### config.mk
export PLATFORM = sky130hd
export DESIGN_NAME = pid_with_time_interval
export DESIGN_NICKNAME = d
export VERILOG_FILES = /design/src/pwt_pkg.sv /design/src/pwt_mul.sv /design/src/pwt_div.sv /design/src/pid_with_time_interval.sv
export SDC_FILE = /design/constraint.sdc
export NUM_CORES = 2
export LEC_CHECK = 0
export ABC_AREA = 0
export BUFFER_PORTS_ARGS = -buffer_cell sky130_fd_sc_hd__buf_4
export CORE_ASPECT_RATIO = 0.5
export CORE_UTILIZATION = 60
export DETAILED_ROUTE_END_ITERATION = 10
export GPL_ROUTABILITY_DRIVEN = 0
export PLACE_DENSITY = 0.77
export SYNTH_ARGS = -nofsm -noshare
export SYNTH_HDL_FRONTEND = slang
export SYNTH_HIERARCHICAL = 1
export SYNTH_SLANG_ARGS = --single-unit
### constraint.sdc
create_clock -name clk -period 11.1 [get_ports clk]
set_clock_uncertainty 0.1 [all_clocks]
set_input_delay 0.555 -clock clk [delete_from_list [all_inputs] [get_ports clk]]
set_output_delay 0.555 -clock clk [all_outputs]
set_load 0.01 [all_outputs]
### src/pwt_pkg.sv
// ----------------------------------------------------------------------------
// pwt_pkg
// shared widths, register indexes, reset values and status types for the
// pid controller with measured time interval
// ----------------------------------------------------------------------------
`default_nettype none

package pwt_pkg;

	localparam int ANGLE_W  = 24;
	localparam int TIME_W   = 32;
	localparam int GAIN_W   = 32;
	localparam int ERR_W    = 25;
	localparam int DERR_W   = 26;
	localparam int INTEG_W  = 48;
	localparam int DRIVE_W  = 32;
	localparam int CFG_IDX_W = 3;
	localparam int CFG_DATA_W = 32;

	// shared multiplier operand and product widths
	localparam int MUL_W  = 33;
	localparam int PROD_W = 2 * MUL_W;

	// divider: numerator is gain times error change
	localparam int NUM_W = GAIN_W + DERR_W;
	localparam int DEN_W = TIME_W;

	typedef enum logic [CFG_IDX_W-1:0] {
		REG_PROP_GAIN    = 3'd0,
		REG_INTEG_GAIN   = 3'd1,
		REG_DERIV_GAIN   = 3'd2,
		REG_DRIVE_OFFSET = 3'd3,
		REG_TARGET_ANGLE = 3'd4
	} reg_idx_t;

	localparam logic [GAIN_W-1:0]  PROP_GAIN_RST    = 32'd65536;
	localparam logic [GAIN_W-1:0]  INTEG_GAIN_RST   = 32'd328;
	localparam logic [GAIN_W-1:0]  DERIV_GAIN_RST   = 32'd0;
	localparam logic [ANGLE_W-1:0] DRIVE_OFFSET_RST = 24'd0;
	localparam logic [ANGLE_W-1:0] TARGET_ANGLE_RST = 24'd23040;

	typedef struct packed {
		logic busy;
		logic done;
	} div_stat_t;

endpackage

`default_nettype wire

### src/pwt_mul.sv
// ----------------------------------------------------------------------------
// pwt_mul
// shared signed multiplier with a registered product
// ----------------------------------------------------------------------------
`default_nettype none

module pwt_mul (
	input  wire logic                                clk,
	input  wire logic signed [pwt_pkg::MUL_W-1:0]    a,
	input  wire logic signed [pwt_pkg::MUL_W-1:0]    b,
	output logic signed [pwt_pkg::PROD_W-1:0]        p
);
	import pwt_pkg::*;

	always_ff @(posedge clk) begin
		p <= a * b;
	end

endmodule

`default_nettype wire

### src/pwt_div.sv
// ----------------------------------------------------------------------------
// pwt_div
// radix-2 restoring divider, signed numerator over unsigned denominator,
// quotient truncated toward zero, one quotient bit per cycle
// ----------------------------------------------------------------------------
`default_nettype none

module pwt_div (
	input  wire logic                               clk,
	input  wire logic                               arst_n,
	input  wire logic                               start,
	input  wire logic signed [pwt_pkg::NUM_W-1:0]   num,
	input  wire logic [pwt_pkg::DEN_W-1:0]          den,
	output pwt_pkg::div_stat_t                      stat,
	output logic signed [pwt_pkg::NUM_W-1:0]        quot
);
	import pwt_pkg::*;

	localparam int CNT_W = $clog2(NUM_W + 1);
	localparam logic [CNT_W-1:0] LAST_STEP = CNT_W'(NUM_W - 1);

	logic [DEN_W:0]   rem_q;
	logic [NUM_W-1:0] quo_q;
	logic [DEN_W-1:0] den_q;
	logic [CNT_W-1:0] cnt_q;
	logic             busy_q;
	logic             done_q;
	logic             neg_q;

	logic [DEN_W:0]   shifted;
	logic [DEN_W+1:0] diff;
	logic [NUM_W-1:0] mag;

	assign mag     = num[NUM_W-1] ? NUM_W'(-num) : NUM_W'(num);
	assign shifted = {rem_q[DEN_W-1:0], quo_q[NUM_W-1]};
	assign diff    = {1'b0, shifted} - {2'b00, den_q};

	always_ff @(posedge clk or negedge arst_n) begin
		if (!arst_n) begin
			busy_q <= 1'b0;
			done_q <= 1'b0;
			cnt_q  <= '0;
		end else if (start) begin
			busy_q <= 1'b1;
			done_q <= 1'b0;
			cnt_q  <= '0;
		end else if (busy_q) begin
			cnt_q <= cnt_q + CNT_W'(1);
			if (cnt_q == LAST_STEP) begin
				busy_q <= 1'b0;
				done_q <= 1'b1;
			end
		end
	end

	always_ff @(posedge clk) begin
		if (start) begin
			rem_q <= '0;
			quo_q <= mag;
			den_q <= den;
			neg_q <= num[NUM_W-1];
		end else if (busy_q) begin
			if (!diff[DEN_W+1]) begin
				rem_q <= diff[DEN_W:0];
				quo_q <= {quo_q[NUM_W-2:0], 1'b1};
			end else begin
				rem_q <= shifted;
				quo_q <= {quo_q[NUM_W-2:0], 1'b0};
			end
		end
	end

	assign quot      = neg_q ? -$signed(quo_q) : $signed(quo_q);
	assign stat.busy = busy_q;
	assign stat.done = done_q;

endmodule

`default_nettype wire

### src/pid_with_time_interval.sv
// ----------------------------------------------------------------------------
// pid_with_time_interval
// fixed-point pid controller that measures the sample interval from
// millisecond timestamps; one shared multiplier and a serial divider
// ----------------------------------------------------------------------------
// An item's result is valid later when the timestamp advanced than when the
// interval is zero, since only then does the derivative divider run; the
// input is ready again in the cycle the result appears. The derivative
// divider retires one quotient bit per cycle over 58 steps; the five
// products go through one 33x33 multiplier, the two integral products while
// the division runs. The input is not ready until the result of the previous
// item has been loaded into the output register.
`default_nettype none

module pid_with_time_interval (
	input  wire logic                                  clk,
	input  wire logic                                  arst_n,
	input  wire logic                                  in_valid,
	output logic                                       in_ready,
	input  wire logic signed [pwt_pkg::ANGLE_W-1:0]    angle,
	input  wire logic [pwt_pkg::TIME_W-1:0]            time_ms,
	output logic                                       out_valid,
	input  wire logic                                  out_ready,
	output logic signed [pwt_pkg::DRIVE_W-1:0]         drive,
	output logic signed [pwt_pkg::ERR_W-1:0]           err_now,
	input  wire logic                                  cfg_valid,
	output logic                                       cfg_ready,
	input  wire logic [pwt_pkg::CFG_IDX_W-1:0]         cfg_index,
	input  wire logic [pwt_pkg::CFG_DATA_W-1:0]        cfg_data
);
	import pwt_pkg::*;

	typedef enum logic [3:0] {
		S_IDLE, S_M1, S_M2, S_M3, S_M4, S_M5, S_M6, S_WAIT, S_ADD, S_FIN
	} state_t;

	localparam logic signed [INTEG_W+18:0] INTEG_MAX = 67'sh0_7FFF_FFFF_FFFF;
	localparam logic signed [INTEG_W+18:0] INTEG_MIN = -67'sh0_8000_0000_0000;
	localparam logic signed [PROD_W-1:0] DRIVE_MAX = 66'sh0_7FFF_FFFF;
	localparam logic signed [PROD_W-1:0] DRIVE_MIN = -66'sh0_8000_0000;

	state_t state_q;

	logic signed [GAIN_W-1:0]  prop_gain_q, integ_gain_q, deriv_gain_q;
	logic signed [ANGLE_W-1:0] drive_offset_q, target_angle_q;

	logic signed [ERR_W-1:0]   last_error_q;
	logic signed [INTEG_W-1:0] integ_q;
	logic [TIME_W-1:0]         last_time_q;

	logic signed [ERR_W-1:0]   err_q;
	logic signed [DERR_W-1:0]  derr_q;
	logic [TIME_W-1:0]         interval_q;
	logic signed [PROD_W-1:0]  acc_q;
	logic signed [PROD_W-1:0]  hi_q;

	logic                      out_valid_q;
	logic signed [DRIVE_W-1:0] drive_q;
	logic signed [ERR_W-1:0]   err_now_q;

	logic signed [MUL_W-1:0]   mul_a, mul_b;
	logic signed [PROD_W-1:0]  prod;
	logic                      div_start;
	div_stat_t                 div_stat;
	logic signed [NUM_W-1:0]   dterm;

	logic signed [ERR_W-1:0]     err_in;
	logic signed [INTEG_W+18:0]  integ_sum;
	logic signed [PROD_W-1:0]    drive_sum;
	logic                        in_xfer;
	logic                        out_free;

	pwt_mul u_mul (
		.clk (clk),
		.a   (mul_a),
		.b   (mul_b),
		.p   (prod)
	);

	pwt_div u_div (
		.clk    (clk),
		.arst_n (arst_n),
		.start  (div_start),
		.num    (prod[NUM_W-1:0]),
		.den    (interval_q),
		.stat   (div_stat),
		.quot   (dterm)
	);

	assign in_ready  = (state_q == S_IDLE);
	assign cfg_ready = 1'b1;
	assign in_xfer   = in_valid && in_ready;
	assign out_free  = !out_valid_q || out_ready;
	assign div_start = (state_q == S_M3) && (interval_q != '0);

	assign err_in = ERR_W'(target_angle_q) - ERR_W'(angle);

	// operand select for the shared multiplier
	always_comb begin
		case (state_q)
			S_M1: begin
				mul_a = MUL_W'(err_q);
				mul_b = $signed({1'b0, interval_q});
			end
			S_M2: begin
				mul_a = MUL_W'(deriv_gain_q);
				mul_b = MUL_W'(derr_q);
			end
			S_M3: begin
				mul_a = MUL_W'(prop_gain_q);
				mul_b = MUL_W'(err_q);
			end
			S_M4: begin
				mul_a = MUL_W'(integ_gain_q);
				mul_b = $signed({17'd0, integ_q[15:0]});
			end
			S_M5: begin
				mul_a = MUL_W'(integ_gain_q);
				mul_b = MUL_W'($signed(integ_q[INTEG_W-1:16]));
			end
			default: begin
				mul_a = '0;
				mul_b = '0;
			end
		endcase
	end

	assign integ_sum = (INTEG_W+19)'(integ_q) + (INTEG_W+19)'(prod);
	assign drive_sum = hi_q + PROD_W'(drive_offset_q);

	// configuration registers
	always_ff @(posedge clk or negedge arst_n) begin
		if (!arst_n) begin
			prop_gain_q    <= PROP_GAIN_RST;
			integ_gain_q   <= INTEG_GAIN_RST;
			deriv_gain_q   <= DERIV_GAIN_RST;
			drive_offset_q <= DRIVE_OFFSET_RST;
			target_angle_q <= TARGET_ANGLE_RST;
		end else if (cfg_valid && cfg_ready) begin
			case (cfg_index)
				REG_PROP_GAIN:    prop_gain_q    <= cfg_data;
				REG_INTEG_GAIN:   integ_gain_q   <= cfg_data;
				REG_DERIV_GAIN:   deriv_gain_q   <= cfg_data;
				REG_DRIVE_OFFSET: drive_offset_q <= cfg_data[ANGLE_W-1:0];
				REG_TARGET_ANGLE: target_angle_q <= cfg_data[ANGLE_W-1:0];
				default: ;
			endcase
		end
	end

	// sequencer, controller state and output register
	always_ff @(posedge clk or negedge arst_n) begin
		if (!arst_n) begin
			state_q      <= S_IDLE;
			last_error_q <= '0;
			integ_q      <= '0;
			last_time_q  <= '0;
			out_valid_q  <= 1'b0;
		end else begin
			if ((state_q == S_FIN) && out_free)
				out_valid_q <= 1'b1;
			else if (out_ready)
				out_valid_q <= 1'b0;
			case (state_q)
				S_IDLE: begin
					if (in_xfer) begin
						err_q        <= err_in;
						derr_q       <= DERR_W'(err_in) - DERR_W'(last_error_q);
						interval_q   <= time_ms - last_time_q;
						last_error_q <= err_in;
						last_time_q  <= time_ms;
						state_q      <= S_M1;
					end
				end
				S_M1: state_q <= S_M2;
				S_M2: begin
					if (integ_sum > INTEG_MAX)
						integ_q <= INTEG_MAX[INTEG_W-1:0];
					else if (integ_sum < INTEG_MIN)
						integ_q <= INTEG_MIN[INTEG_W-1:0];
					else
						integ_q <= integ_sum[INTEG_W-1:0];
					state_q <= S_M3;
				end
				S_M3: state_q <= S_M4;
				S_M4: begin
					acc_q   <= prod;
					state_q <= S_M5;
				end
				S_M5: begin
					acc_q   <= acc_q + prod;
					state_q <= S_M6;
				end
				S_M6: begin
					hi_q    <= prod;
					state_q <= S_WAIT;
				end
				S_WAIT: begin
					if (interval_q == '0) begin
						state_q <= S_ADD;
					end else if (div_stat.done) begin
						acc_q   <= acc_q + PROD_W'(dterm);
						state_q <= S_ADD;
					end
				end
				S_ADD: begin
					hi_q    <= hi_q + (acc_q >>> 16);
					state_q <= S_FIN;
				end
				S_FIN: begin
					if (out_free) begin
						if (drive_sum > DRIVE_MAX)
							drive_q <= DRIVE_MAX[DRIVE_W-1:0];
						else if (drive_sum < DRIVE_MIN)
							drive_q <= DRIVE_MIN[DRIVE_W-1:0];
						else
							drive_q <= drive_sum[DRIVE_W-1:0];
						err_now_q   <= err_q;
						state_q     <= S_IDLE;
					end
				end
				default: state_q <= S_IDLE;
			endcase
		end
	end

	assign out_valid = out_valid_q;
	assign drive     = drive_q;
	assign err_now   = err_now_q;

	a_idle_div_quiet: assert property (@(posedge clk) disable iff (!arst_n)
		in_ready |-> !div_stat.busy)
		else $error("divider busy while waiting for input");

	a_busy_after_accept: assert property (@(posedge clk) disable iff (!arst_n)
		in_xfer |=> !in_ready)
		else $error("input ready right after a transfer");

	a_div_nonzero_den: assert property (@(posedge clk) disable iff (!arst_n)
		div_stat.busy |-> (interval_q != '0))
		else $error("divider running on a zero interval");

	a_result_once: assert property (@(posedge clk) disable iff (!arst_n)
		(state_q == S_FIN) && out_free |=> out_valid_q && in_ready)
		else $error("result not loaded on completion");

endmodule

`default_nettype wire

==> impl_results.md <==
- Run status: finished clean
- Tightest Hold Check Type: in2reg
- Clock sinks: 723
- Most numerous cell on the critical path: fa_1
- Die X: 547 um
- RSZ-0062 raised after global routing: false
- Final hold vios: 0
- Most frequent cells in the layout: inv_1 (1352), fa_1 (1153), nand2_1 (1094)
- Gr ovfl total: 0
- Initial core utilization: 0.608
- Vias per inst: 6.17
- DR iter-0 viols: 7653
- First-pass iteration count of the detailed router: 9
- Final wirelength: 257000 um
- Tcrit/Tclk final: 0.952
- Worst-Skew Late Latency: 0.69 ns
- Final #Nets: 11299
- Post-CTS setup buffer count: 0
- First-pass GRT wire length: 402000 um
- IO Port Bufs: 154
- Total number of vias: 70922
- Max Fclk: 94.6 MHz
- Cells after synthesis: 9508
- Resized Gates After CTS: 0
- H-tree level count: 3
- Routed Antenna Nets: 0
- Min Tclk post-route: 10.57 ns
- Die area: 150000 um^2
- Final Max Slew Viols: 0
- Post-DR wirelength/cell: 22.3 um
- Vias in the first global route: 70523
- Setup_tns: 0 ns
- Kind of critical path: reg2reg
- Rel. slew slack: 0.155
- Slowest stage delay, CP: 1.03 ns
- Critical path data arrival time: 11.01 ns
- Clock Pin Slew Worst Setup and Hold Paths: 0.07 ns
- Multi-input gate area: 62900 um^2
- Clk Tree Root Cell: clkbuf_16
- CTS Buf Count: 76
- Worst Path Max Fanout: 57
- CTS tree: yes
- Req. time, crit path: 11.54 ns
- Largest net degree at the start of global routing: 107
- Clk buf depth: 3
- Endpoint class of the critical path: register
- Most common cell after layout, fill and taps aside: inv_1
- Row Count: 99
- Hold_buf cts: 8
- DP HPWL: 205000 um
- Avg Synthesized Cell Area: 9.37 um^2
- Core Region: 147000 um^2
- FF/Latch Area: 19400 um^2
- Slew @ Worst Pin: 1.26 ns
- Layout area overhead: 6.57%
- Worst path slowest cell: fa_1
- Die Height: 274 um
- Synthesized cell area: 89100 um^2
- Antenna violations before repair: 20
- I/O pins: 156
- Maxcap violations: 0
- Layout cell share with drive strength beyond 1: 0.0884
- Fill cell total of the finished layout: 11534
- Yosys warning count: 6
- Finish-stage setup viols: 0
- Net Count, Synth: 11351
- Startpoint Class: register
- Residual DRC: 0
- Total GRT Usage: 0.346
-- registers in the layout, summed over array words and instances, names as in the netlist, 32 cells and up --
| name | flops |
|---|---|
| integ_gain_q | 32 |
| u_div/quo_q | 58 |
| integ_q | 48 |
| last_time_q | 32 |
| prop_gain_q | 32 |
| interval_q | 32 |
| acc_q | 66 |
| hi_q | 66 |
| drive | 32 |
| deriv_gain_q | 32 |
| u_div/rem_q | 32 |
| u_mul/p | 66 |
| u_div/den_q | 32 |
-- worst max-delay path: cells and delay by family (launching register included) --
kind,cells,cell delay [ns]
DFF,1,0.69
AOI/OAI and AO/OA,8,1.52
adders and majority gates,9,5.31
and+or+nand+nor,5,1.59
buffers and inverters,5,0.87
muxes,1,0.23
-- layer usage --
layer / up-vias / GRT usage / wire [um]
met5: - / 0 / 42
met4: 6 / 0.129 / 10200
met3: 604 / 0.0840 / 31800
met2: 3884 / 0.521 / 110000
met1: 35073 / 0.484 / 105000
li1: 31355 / - / -
-- path summary, 6_finish.rpt --
kind,from,end,slack [ns],cells after the start
min in group asynchronous,arst_n,target_angle_q[22],0.42,2
max reg2reg,state_q[0],u_mul/p[63],0.53,28
max in group asynchronous,arst_n,integ_q[29],9.00,3
max,state_q[0],u_mul/p[63],0.53,28
min reg2reg,u_div/rem_q[4],u_div/rem_q[5],0.40,2
min,time_ms[15],last_time_q[15],0.02,2
-- metrics by stage --
step                      cells  area (um^2)  utilization  setup slack (ns)  hold slack [ns]
after detailed placement  11339        92300        0.630             0.798            0.389
after global routing      11488        94900        0.648             0.145           0.0152
after CTS                 11487        94900        0.648             0.721         0.000908
after floorplan            9508        89100            -              1.71            0.159
after global placement    11339        92300        0.630             0.914            0.367
final                     11499        95000        0.648             0.534           0.0248
-- final cells by class --
type | count | area share
clock inverter | 40 | 0.00482
clock buffer | 100 | 0.0225
tap | 1969 | 0.0259
timing repair buffer | 310 | 0.0257
inverter | 1354 | 0.0535
antenna | 12 | 0.000316
multi-input combinational | 6991 | 0.663
sequential | 723 | 0.205
Power is not shown: default switching activity piles up to over one toggle a cycle in this logic, so the estimate is an artifact.
